File: src/rtl/core/htt_ram.sv
module htt_ram #(
  parameter int WIDTH = 8,
  parameter int DEPTH = 16,
  localparam int AW = (DEPTH > 1) ? $clog2(DEPTH) : 1
) (
  input  logic             clk,
  input  logic             we,
  input  logic [AW-1:0]    waddr,
  input  logic [WIDTH-1:0] wdata,
  input  logic             re,
  input  logic [AW-1:0]    raddr,
  output logic [WIDTH-1:0] rdata
);

  logic [WIDTH-1:0] mem [DEPTH];

  always_ff @(posedge clk) begin
    if (we) begin
      mem[waddr] <= wdata;
    end
    if (re) begin
      rdata <= mem[raddr];
    end
  end

endmodule

File: config.mk
export PLATFORM = sky130hd
export DESIGN_NAME = htt_ram
export DESIGN_NICKNAME = d
export VERILOG_FILES = /design/src/rtl/core/htt_ram.sv
export SDC_FILE = /design/constraint.sdc
export NUM_CORES = 1
export LEC_CHECK = 0
export ABC_AREA = 0
export BUFFER_PORTS_ARGS = -buffer_cell sky130_fd_sc_hd__buf_2
export CORE_ASPECT_RATIO = 0.6
export CORE_MARGIN = 2
export CORE_UTILIZATION = 55
export CTS_CLUSTER_DIAMETER = 120
export DETAILED_ROUTE_END_ITERATION = 7
export PLACE_DENSITY = 0.78
export SYNTH_ARGS = -nofsm -noshare
export SYNTH_HDL_FRONTEND = slang
export SYNTH_SLANG_ARGS = --single-unit
export TNS_END_PERCENT = 1
File: constraint.sdc
create_clock -name clk -period 2.15 [get_ports clk]
set_clock_uncertainty 0.05 [all_clocks]
set_input_delay 0.43 -clock clk [delete_from_list [all_inputs] [get_ports clk]]
set_output_delay 0.43 -clock clk [all_outputs]
set_load 0.05 [all_outputs]
==> results.txt <==
The total I/O pin count came out at 27. The die height came out at 79.52 microns. The die covers 10330 sq um. The part of the total power dissipated in combinational logic came out at 5.1%.

The post-route core utilization is 67.80%. The hold violation total from the final report came out at 0. The minimum period implied by the final worst setup slack came out at 1.545 ns. The detailed router finished its first iteration with 249 violations.

The cell area after technology mapping is 5228 sq um. The signal on the critical path passes through buf_2 -> buf_12 -> mux4_1 -> a22oi_1 -> nand2_1. The global-route wire length before repair came out at 15040 microns.

After detailed routing, the average wire length per cell comes to 22.66 microns. Counting every net in the synthesized netlist gives 248. The initialized floorplan defines 27 standard-cell rows.

The H-tree depth is 4. Adding up every negative setup slack in the final design gives 0 ns. Of all nets on the critical path, the largest fanout is 16. The net switching share of the total power is 21.82%.

The actual slew at the worst max-slew pin came out at 0.4124 ns. The largest individual stage delay along the critical path comes from the cell mux4_1. After routing the design area is 6230 sq um.

The via count normalized by instance count is 5.818. Leaving out filler cells and counting taps, the final layout contains 429. In the layout the commonest cells are 136 x edfxtp_1, 26 x buf_2, 19 x buf_4, 18 x mux4_2, 17 x clkbuf_16. The number of global-route vias before repair came out at 2570. The worst hold slack across all endpoints is 0.3479 ns. The post-CTS repair timing setup buffer count is 0. Sequential cells account for 48.5% of the total power. Across the run, the number of max-cap violations was 0. TritonCTS built the clock tree. The number of diodes came out at 0.

The final weighted congestion of routability-driven global placement came out at 0.7274. The instance count of the mapped netlist is 229. The layout-stage area growth over the synthesis result came out at 19.17%. The number of warnings reported in the yosys synthesis log came out at 0. After clock tree synthesis, the flow added hold-fix buffers numbering 0.

The average cell area after synthesis came out at 22.83 sq um. Setup repair after global routing left no endpoint under its margin. For the worst setup path, the data required time is 2.27 ns. Timing would allow up to 0.6474 GHz. The largest single stage delay on the critical path is 0.57 ns.

The kind of launch point of the worst setup path is a primary input. The worst vdd rail ir drop came out at 0.6367 mV. The headroom to the max-slew limit is 72.51%.

The post-cts sizing count came out at 0. In this run the power density over the cells is 993.6 nW/um^2. The total net switching power came out at 1.351 mW. The first-pass iteration count of the detailed router is 4. The clock edge transition at the registers on the reported setup and hold paths is 0.06 ns. The initial antenna violation count came out at 0.

The static leakage power came out at 2.113 nW. The horizontal die dimension came out at 129.9 microns. The flow ran to the end, and the final reports show no timing, DRC or antenna violations. The pin count of the biggest net entering global routing came out at 17. After detailed placement, the total cell area comes to 5637 sq um.

The cell family contributing the most delay on the critical path is multiplexers. The arrival time at the worst endpoint is 1.66 ns. The vias after detailed routing came out at 2496. Leaving out fill and tap cells, the most frequent cell in the layout is edfxtp_1. The total overflow left after global routing is 0.

The number of storage elements in the synthesis netlist is 136. The sequential area share after synthesis is 78.12%. Setup violations remaining at the end of the flow were counted as 0. The fraction of the cycle the final worst path needs came out at 71.85%. The critical path endpoint category is a flip-flop. The internal portion of the total power is 4.839 mW. Once placement completed, the tool counted placed cells totaling 397.

The later-pin clock latency in the skew report came out at 0.42 ns. The portion of total power attributed to the clock network came out at 46.4%. The number of nets in the finished design came out at 305. In the routed design, unresolved DRC markers number 0. The number of buffers created by CTS came out at 17.

The synthesized netlist contains 18 unique library cells. The class of the worst hold path is in -> reg. The detailed placer's ending HPWL came out at 6280 microns. Of the cells placed in the final design, the portion with a size suffix greater than 1 is 33.11%. Wires add up to 9720 microns. The TritonCTS sink count is 136. The effective utilization at floorplan came out at 56.89%. The max-slew violation count is 0. The count of buffering cells on the critical path with inverters included is 2.

The maximum clock path buffer count is 2. The critical path is of the in -> reg type. The count of nets left with antenna violations once routing finished came out at 0. The count of buffers inserted at the top-level ports came out at 26. The core outline area is 9189 sq um. The root buffer selected by CTS is clkbuf_16. The global-route usage over all layers came out at 21.75%.
-- kinds of logic after synthesis --
group	count (synthesis)	synth area share, %
flip-flops	136	78.12
AO/OA/AOI/OAI	16	2.298
buffers and inverters	10	1.651
multiplexers	32	14.79
AND/OR/NAND/NOR	35	3.136
-- worst paths after layout --
kind | end | cells after the start | slack (ns) | start
worst min-delay path | mem[12][5] | 1 | 0.35 | wdata[5]
worst max-delay path | rdata[0] | 5 | 0.61 | raddr[0]
worst max register to register | rdata[0] | 3 | 0.63 | mem[1][0]
worst min register to register | rdata[0] | 3 | 0.71 | mem[12][0]
-- sequential cells by signal, summed over array words and instances (netlist names) --
signal / cells
rdata: 8
mem: 128
-- routing by layer --
metal  share of wire (%)  global-route usage [%]  routed length, microns  up-vias
met5                   0                       0                       0        -
met4                0.63                   7.419                      61        0
met3                 8.1                   7.574                     783        5
met2                  46                   30.79                    4488       88
met1                  45                   31.99                    4387     1304
li1                    -                       -                       -     1099
-- cell usage after synthesis --
cell type / n / share of area, %
edfxtp_1: 136 / 78
mux4_2: 18 / 7.8
a22oi_1: 16 / 2.3
mux4_1: 14 / 7.0
nor2_1: 13 / 0.93
nand2_1: 9 / 0.65
nor3_1: 4 / 0.38
buf_2: 3 / 0.29
buf_6: 3 / 0.65
clkdlybuf4s25_2: 3 / 0.57
nand2b_1: 2 / 0.24
nand3b_1: 2 / 0.29
and2_1: 1 / 0.12
and2b_1: 1 / 0.14
buf_4: 1 / 0.14
nand3_1: 1 / 0.096
nor2b_1: 1 / 0.12
or3b_2: 1 / 0.17
-- final cells by class --
type | count | area, sq um
Timing Repair Buffer | 48 | 332.8
Multi-Input combinational cell | 83 | 1057
Tap cell | 130 | 162.7
Clock buffer | 17 | 425.4
Clock inverter | 15 | 167.7
Sequential cell | 136 | 4084
Fill cell | 607 | 2959
-- power groups by stage --
stage               clock (mW)  combinational (mW)  sequential [mW]
finish                    2.87               0.316             3.00
CTS                       2.92               0.319             3.01
detailed placement           0               0.319             3.06
floorplan                    0               0.151             3.10
global placement             0               0.310             3.06
global route              3.03               0.343             3.01
-- stage by stage --
step           power [mW]  setup WS (ns)
5_1_grt             6.381         0.5341
2_1_floorplan       3.251         0.1771
3_3_place_gp        3.368         0.1648
3_5_place_dp        3.379         0.1585
6_report            6.190         0.6053
4_1_cts             6.240         0.5842
(Power assumes the default switching activity.)
