===== config.mk =====
export PLATFORM = sky130hd
export DESIGN_NAME = htt_hash
export DESIGN_NICKNAME = d
export VERILOG_FILES = /design/src/rtl/core/htt_pkg.sv /design/src/rtl/core/htt_hash.sv
export SDC_FILE = /design/constraint.sdc
export NUM_CORES = 1
export LEC_CHECK = 0
export BUFFER_PORTS_ARGS = -buffer_cell sky130_fd_sc_hd__buf_2
export CORE_ASPECT_RATIO = 1.2
export CORE_UTILIZATION = 32
export DETAILED_ROUTE_END_ITERATION = 16
export MAX_ROUTING_LAYER = met4
export PLACE_DENSITY_LB_ADDON = 0.15
export SLEW_MARGIN = 20
export SYNTH_ARGS = -nofsm -noshare
export SYNTH_HDL_FRONTEND = slang
export SYNTH_SLANG_ARGS = --single-unit

===== constraint.sdc =====
create_clock -name vclk -period 4.2
set_input_delay 0.63 -clock vclk [all_inputs]
set_output_delay 0.63 -clock vclk [all_outputs]
set_load 0.05 [all_outputs]

===== src/rtl/core/htt_pkg.sv =====
package htt_pkg;

  localparam int FIELD_STATE_W = 16;
  localparam int SYMBOL_W      = 8;
  localparam int LIMIT_W       = 13;

  localparam logic [LIMIT_W-1:0] LIMIT_RESET = 13'd4096;

  localparam logic KIND_LOOKUP = 1'b0;
  localparam logic KIND_SET    = 1'b1;

  localparam logic [1:0] STATUS_OK      = 2'd0;
  localparam logic [1:0] STATUS_UPDATED = 2'd1;
  localparam logic [1:0] STATUS_FULL    = 2'd2;

  typedef struct packed {
    logic                       kind;
    logic [FIELD_STATE_W-1:0]   source_state;
    logic signed [SYMBOL_W-1:0] symbol;
    logic [FIELD_STATE_W-1:0]   target_state;
  } req_t;

  typedef struct packed {
    logic                     found;
    logic [FIELD_STATE_W-1:0] next_state;
    logic [1:0]               status;
  } rsp_t;

endpackage


===== src/rtl/core/htt_hash.sv =====
module htt_hash import htt_pkg::*; #(
  parameter int BUCKET_BITS = 10,
  parameter int SRC_W       = 16
) (
  input  logic [SRC_W-1:0]           src,
  input  logic signed [SYMBOL_W-1:0] symbol,
  output logic [BUCKET_BITS-1:0]     bucket
);

  // wide enough for src*31 plus sign, and for the folded upper slice
  localparam int HW = (SRC_W + 6 > 2 * BUCKET_BITS) ? SRC_W + 6 : 2 * BUCKET_BITS;

  logic signed [HW-1:0] src_x;
  logic signed [HW-1:0] sym_x;
  logic signed [HW-1:0] h;
  logic signed [HW-1:0] h_sh;

  assign src_x = $signed({{(HW-SRC_W){1'b0}}, src});
  assign sym_x = $signed({{(HW-SYMBOL_W){symbol[SYMBOL_W-1]}}, symbol});

  // src*31 as a shift and subtract
  assign h    = (src_x <<< 5) - src_x + sym_x;
  assign h_sh = h >>> BUCKET_BITS;

  assign bucket = h[BUCKET_BITS-1:0] ^ h_sh[BUCKET_BITS-1:0];

endmodule


==> flow_summary_export.csv, run 1 <==
group,metric,value,unit
power_and_ir_drop,power.density,444,nW/µm²
routing,dr.first_iter.drc_count,49,
floorplan,core,4630,µm²
yosys,avgSynthCellArea,7.81,µm²
worst_setup_path,required,3.57,ns
yosys,ys_warn_count,0,
routing,via_per_inst,4.83,
run_status,status,"finished clean",
routing,drt_first_pass_iters,4,
floorplan,start_util,33.8,%
power_and_ir_drop,leakagePower,0.978,nW
place,placedInstanceArea,1810,µm²
grt,grt_pass1_wl,6.53,mm
timing,finalCriticalPeriod,3.91,ns
timing,slew_headroom,76.0,%
job,drv_cap,0,
worst_setup_path,cpPeakStageDelay,0.48,ns
routing,drtAntennaViolNets,0,
finish,design.seq.count,0,
finish,final_cell_mix,"46 x inv_1, 34 x buf_2, 26 x ha_1",
finish,areaGrowthSynthToFinish,16.0,%
grt,grt_use_total,16.5,%
worst_hold_path,hold_depth,5,
yosys,synth_nets,262,
timing,post-route-period-util,93.1,%
clock_network,ctsHoldBuffers,0,
worst_setup_path,crit_type,"input pin to output pin",
yosys,synthesis.area,1560,µm²
floorplan,die-height,78.6,µm
timing,rsz0062_at_grt,"no",
floorplan,pin_count,34,
timing,final_max_slew_viol_count,0,
routing,routedWlPerCell,13.0,µm
finish,design_area,1810,µm²
worst_setup_path,worst_path_max_delay_cell,"fa_1",
worst_setup_path,path_cells,"buf_2 > inv_1 > fa_1 > inv_1 > ha_1 > a21o_2 > a211o_1 > o32ai_2 > o21ai_2 > xnor2_1 > buf_2",
finish,final_common_cell,"inv_1",
grt,grt_overflow,0,
timing,worst_slew_pin_slew,0.359,ns
clock_network,post-cts-setup-buffers,0,
place,io_buffers,34,
finish,register_area,0,µm²
finish,clock_buffers,0,
finish,final_cell_count_no_fill,293,
floorplan,die_w,65.8,µm
yosys,synth_top_area_share,20.8,%
finish,drive_gt1_share,20.4,%
grt,antenna_found_initial,0,
worst_hold_path,hold_path_end,"bucket[0]",
finish,antenna_cells,0,
finish,fin_nets,299,
floorplan,std_cell_rows,27,
timing,hold_viol,0,
timing,tns,0,ns
yosys,synth_area_leaders,"ha_1 21%, fa_1 15%, xnor2_1 12%, inv_1 11%, a21oi_1 4.8%",
yosys,yosysTopAreaCell,"ha_1",
worst_setup_path,endpoint_kind,"output pin",
worst_hold_path,hold_path.class,"input pin to output pin",
clock_network,ctsResizeCount,0,
place,dp_hpwl,3.49,mm
power_and_ir_drop,irDropWorstVdd,0.233,mV
yosys,synth_cells,200,
worst_setup_path,cp_max_fo,8,
timing,max_freq,0.256,GHz
yosys,ys_seq_area_share,0,%
place,dp.cells,293,
place,gp_congestion,0.843,
finish,fillers,489,
routing,drc_errors,0,
floorplan,dieArea,5170,µm²
worst_hold_path,hp-start,"src[0]",
grt,grt_pass1_vias,1434,
yosys,ys_types,43,
grt,grt_max_degree,9,
worst_setup_path,path_buf_inv,4,
worst_setup_path,crit_arrival,3.28,ns
worst_setup_path,startpoint_type,"input pin",
routing,num_vias,1414,
worst_setup_path,path_delay_family,"compound AO/OA/AOI/OAI gates",
routing,drt-total-wl,3.82,mm
timing,setup_viol,0,
-- kinds of logic (layout without fill, tap and decap cells) --
| group | count (synthesis) | count (layout) | synth area share [%] |
|---|---|---|---|
| AOI/OAI and AO/OA | 55 | 55 | 26.3 |
| buffers and inverters | 48 | 83 | 12.0 |
| adders and majority gates | 38 | 38 | 36.2 |
| and+or+nand+nor | 33 | 33 | 11.0 |
| xor gates and xnor gates | 26 | 26 | 14.6 |
-- report_power, final --
part	switching, mW	internal, mW	leakage, nW
registers	0	0	0
clock network	0	0	0
logic	0.540	0.266	0.978
-- layer usage --
layer	GRT usage, %	vias to the layer above	wire, µm
met1	20.6	636	1820
met4	0.217	0	0
met5	-	-	0
met3	0.291	0	85
li1	-	751	-
met2	30.6	27	1920
-- cell usage after synthesis (all sizes together), types with 2 or more instances --
library cell / instances
a31oi: 2
ha: 26
o21ai: 9
nand2: 7
or3: 2
nand3: 3
o32ai: 2
a21oi: 15
xor2: 4
a211oi: 3
o21bai: 2
inv: 46
nor2: 9
a21o: 10
fa: 12
and3: 2
nor3: 2
o2111ai: 2
xnor2: 22
nand2b: 2
o21a: 2
-- area by class of cell --
type                       instances  area (µm²)  share of cell area, %
inverter                          46         173                   9.52
multi-input combinational        152        1380                   75.8
tap                               58        72.6                   4.00
timing repair buffer              37         193                   10.6
-- through the flow --
step / hold slack, ns / util [%] / setup slack (ns) / power [mW]
CTS: 1.91 / 39.2 / 0.251 / 0.815
global route: 1.97 / 39.2 / 0.105 / 0.876
finish: 1.90 / 39.2 / 0.289 / 0.806
detailed placement: 1.91 / 39.2 / 0.268 / 0.814
floorplan: 1.81 / - / 0.116 / 0.648
global placement: 1.91 / 39.2 / 0.252 / 0.813
-- worst min-delay path: stages --
cell,delay (ns)
buf_2,0.11
ha_1,0.15
xnor2_1,0.07
xnor2_1,0.11
buf_2,0.20
-- worst max path at each step --
stage / from / end / slack (ns) / cells past startpoint
detailed placement: symbol[7] / bucket[4] / 0.27 / 11
floorplan: symbol[7] / bucket[9] / 0.12 / 9
global placement: symbol[7] / bucket[8] / 0.25 / 12
CTS: symbol[7] / bucket[9] / 0.25 / 11
global route: symbol[7] / bucket[4] / 0.11 / 11
finish: symbol[7] / bucket[9] / 0.29 / 11
Power figures use the tool's default switching activity.
==> inputs of run 2 (changes only) <==
Settings changed: RECOVER_POWER from default to 100, REMOVE_ABC_BUFFERS from default to 1, SETUP_SLACK_MARGIN from default to 0.5.
==> run 2 against run 1 <==
Against the previous run:
- largest power group unchanged
- hold slack improved by 0.090 ns
- sequential cell count unchanged
- critical endpoint is now bucket[8]
- global-route usage is 0.24 points higher
- core utilization grew 8.6 points
- via count grew 7.4%
- critical path depth did not move
- combinational power up 16%
- setup slack better by 0.038 ns
- sequential share of layout area unchanged
- cell area grew 22%
==> flow_summary_export.csv, run 2 (synthesis results as in run 1) <==
group,metric,value,unit
run_status,status,"finished clean",
finish,antenna_cells,0,
timing,post-route-period-util,92.2,%
power_and_ir_drop,seq_power_share,0,%
power_and_ir_drop,p_clk_share,0,%
finish,clock_buffers,0,
finish,final_cell_mix,"38 x inv_1, 22 x xnor2_1, 21 x buf_2",
timing,tns,0,ns
routing,drt-total-wl,4.16,mm
timing,max_freq,0.258,GHz
finish,fin_nets,310,
routing,num_vias,1518,
worst_hold_path,hp-start,"src[0]",
timing,rsz0062_at_grt,"yes",
worst_setup_path,startpoint_type,"input pin",
routing,via_per_inst,4.99,
power_and_ir_drop,irDropWorstVdd,0.259,mV
power_and_ir_drop,p_sw,590,µW
timing,worst_slew_pin_slew,0.594,ns
routing,drt_first_pass_iters,4,
worst_setup_path,cp_max_fo,5,
routing,drtAntennaViolNets,0,
floorplan,core,4630,µm²
place,gp_congestion,0.835,
routing,dr.first_iter.drc_count,27,
finish,register_area,0,µm²
power_and_ir_drop,comb_power_share,100.0,%
place,dp_hpwl,3.40,mm
worst_hold_path,hold_depth,5,
floorplan,std_cell_rows,27,
power_and_ir_drop,power.internal,342,µW
place,io_buffers,34,
clock_network,ctsHoldBuffers,0,
finish,utilization,47.7,%
floorplan,start_util,33.8,%
grt,grt_max_degree,9,
floorplan,dieArea,5170,µm²
grt,antenna_found_initial,0,
finish,fillers,458,
place,dp.cells,292,
routing,drc_errors,0,
worst_setup_path,crit_arrival,3.24,ns
grt,grt_pass1_vias,1494,
finish,drive_gt1_share,35.8,%
grt,grt_use_total,16.7,%
timing,finalCriticalPeriod,3.87,ns
finish,multi_input_area,1640,µm²
grt,grt_pass1_wl,6.67,mm
floorplan,die-height,78.6,µm
finish,final_common_cell,"inv_1",
worst_setup_path,required,3.57,ns
finish,design.seq.count,0,
floorplan,die_w,65.8,µm
timing,setup_viol,0,
routing,routedWlPerCell,13.7,µm
power_and_ir_drop,swShare,63.3,%
finish,areaGrowthSynthToFinish,41.4,%
worst_setup_path,endpoint_kind,"output pin",
worst_hold_path,hold_path.class,"input pin to output pin",
worst_setup_path,crit_start,"src[5]",
power_and_ir_drop,power.density,422,nW/µm²
timing,final_max_slew_viol_count,0,
worst_setup_path,crit_type,"input pin to output pin",
floorplan,pin_count,34,
finish,final_cell_count_no_fill,304,
timing,slew_headroom,60.6,%
grt,grt_overflow,0,
timing,hold_viol,0,
power_and_ir_drop,leakagePower,1.04,nW
job,drv_cap,0,
## run 2: worst paths after layout
path / end / slack, ns
worst max-delay path: bucket[8] / 0.33
worst min-delay path: bucket[0] / 1.99
## run 2: through the flow
stage | hold WS [ns] | total power, mW | worst slack [ns] | instance area [µm²]
2_1_floorplan | 1.81 | 0.644 | 0.116 | 1550
3_3_place_gp | 1.91 | 0.810 | 0.252 | 1810
3_5_place_dp | 1.91 | 0.806 | 0.276 | 1810
4_1_cts | 1.92 | 0.899 | 0.464 | 1990
5_1_grt | 2.03 | 0.998 | 0.217 | 2210
6_report | 1.99 | 0.933 | 0.327 | 2210
## run 2: what timing repair did
action | CTS | global route
pin swaps | 6 | 26
endpoints found under the hold margin | 0 | 0
gates resized for setup | 36 | 39
buffers inserted | 3 | 9
cloned | 0 | 0
endpoints found under the setup margin | 8 | 10
## run 2: power by group through the flow
stage          logic, mW  registers, mW  clock network (mW)
2_1_floorplan      0.644              0                   0
3_3_place_gp       0.810              0                   0
3_5_place_dp       0.806              0                   0
4_1_cts            0.899              0                   0
5_1_grt            0.998              0                   0
6_report           0.933              0                   0
## run 2: area by class of cell
type                       count  area share (%)
multi-input combinational    152            74.3
inverter                      46            8.21
tap                           58            3.28
timing repair buffer          48            14.2
## run 2: per-layer routing
metal,wire (µm),global-route usage (%),vias up
met3,75,0,2
met1,1940,21.0,711
met4,12,0.435,0
met5,0,-,-
met2,2130,31.1,30
li1,-,-,775
## run 2: critical path: stages
cell and delay [ns]:
buf_2 0.10, inv_2 0.09, fa_1 0.47, ha_4 0.29, buf_4 0.13, and4_1 0.25, o21ai_4 0.11, a221o_1 0.33
a31oi_1 0.20, xnor2_1 0.15, clkbuf_1 0.48
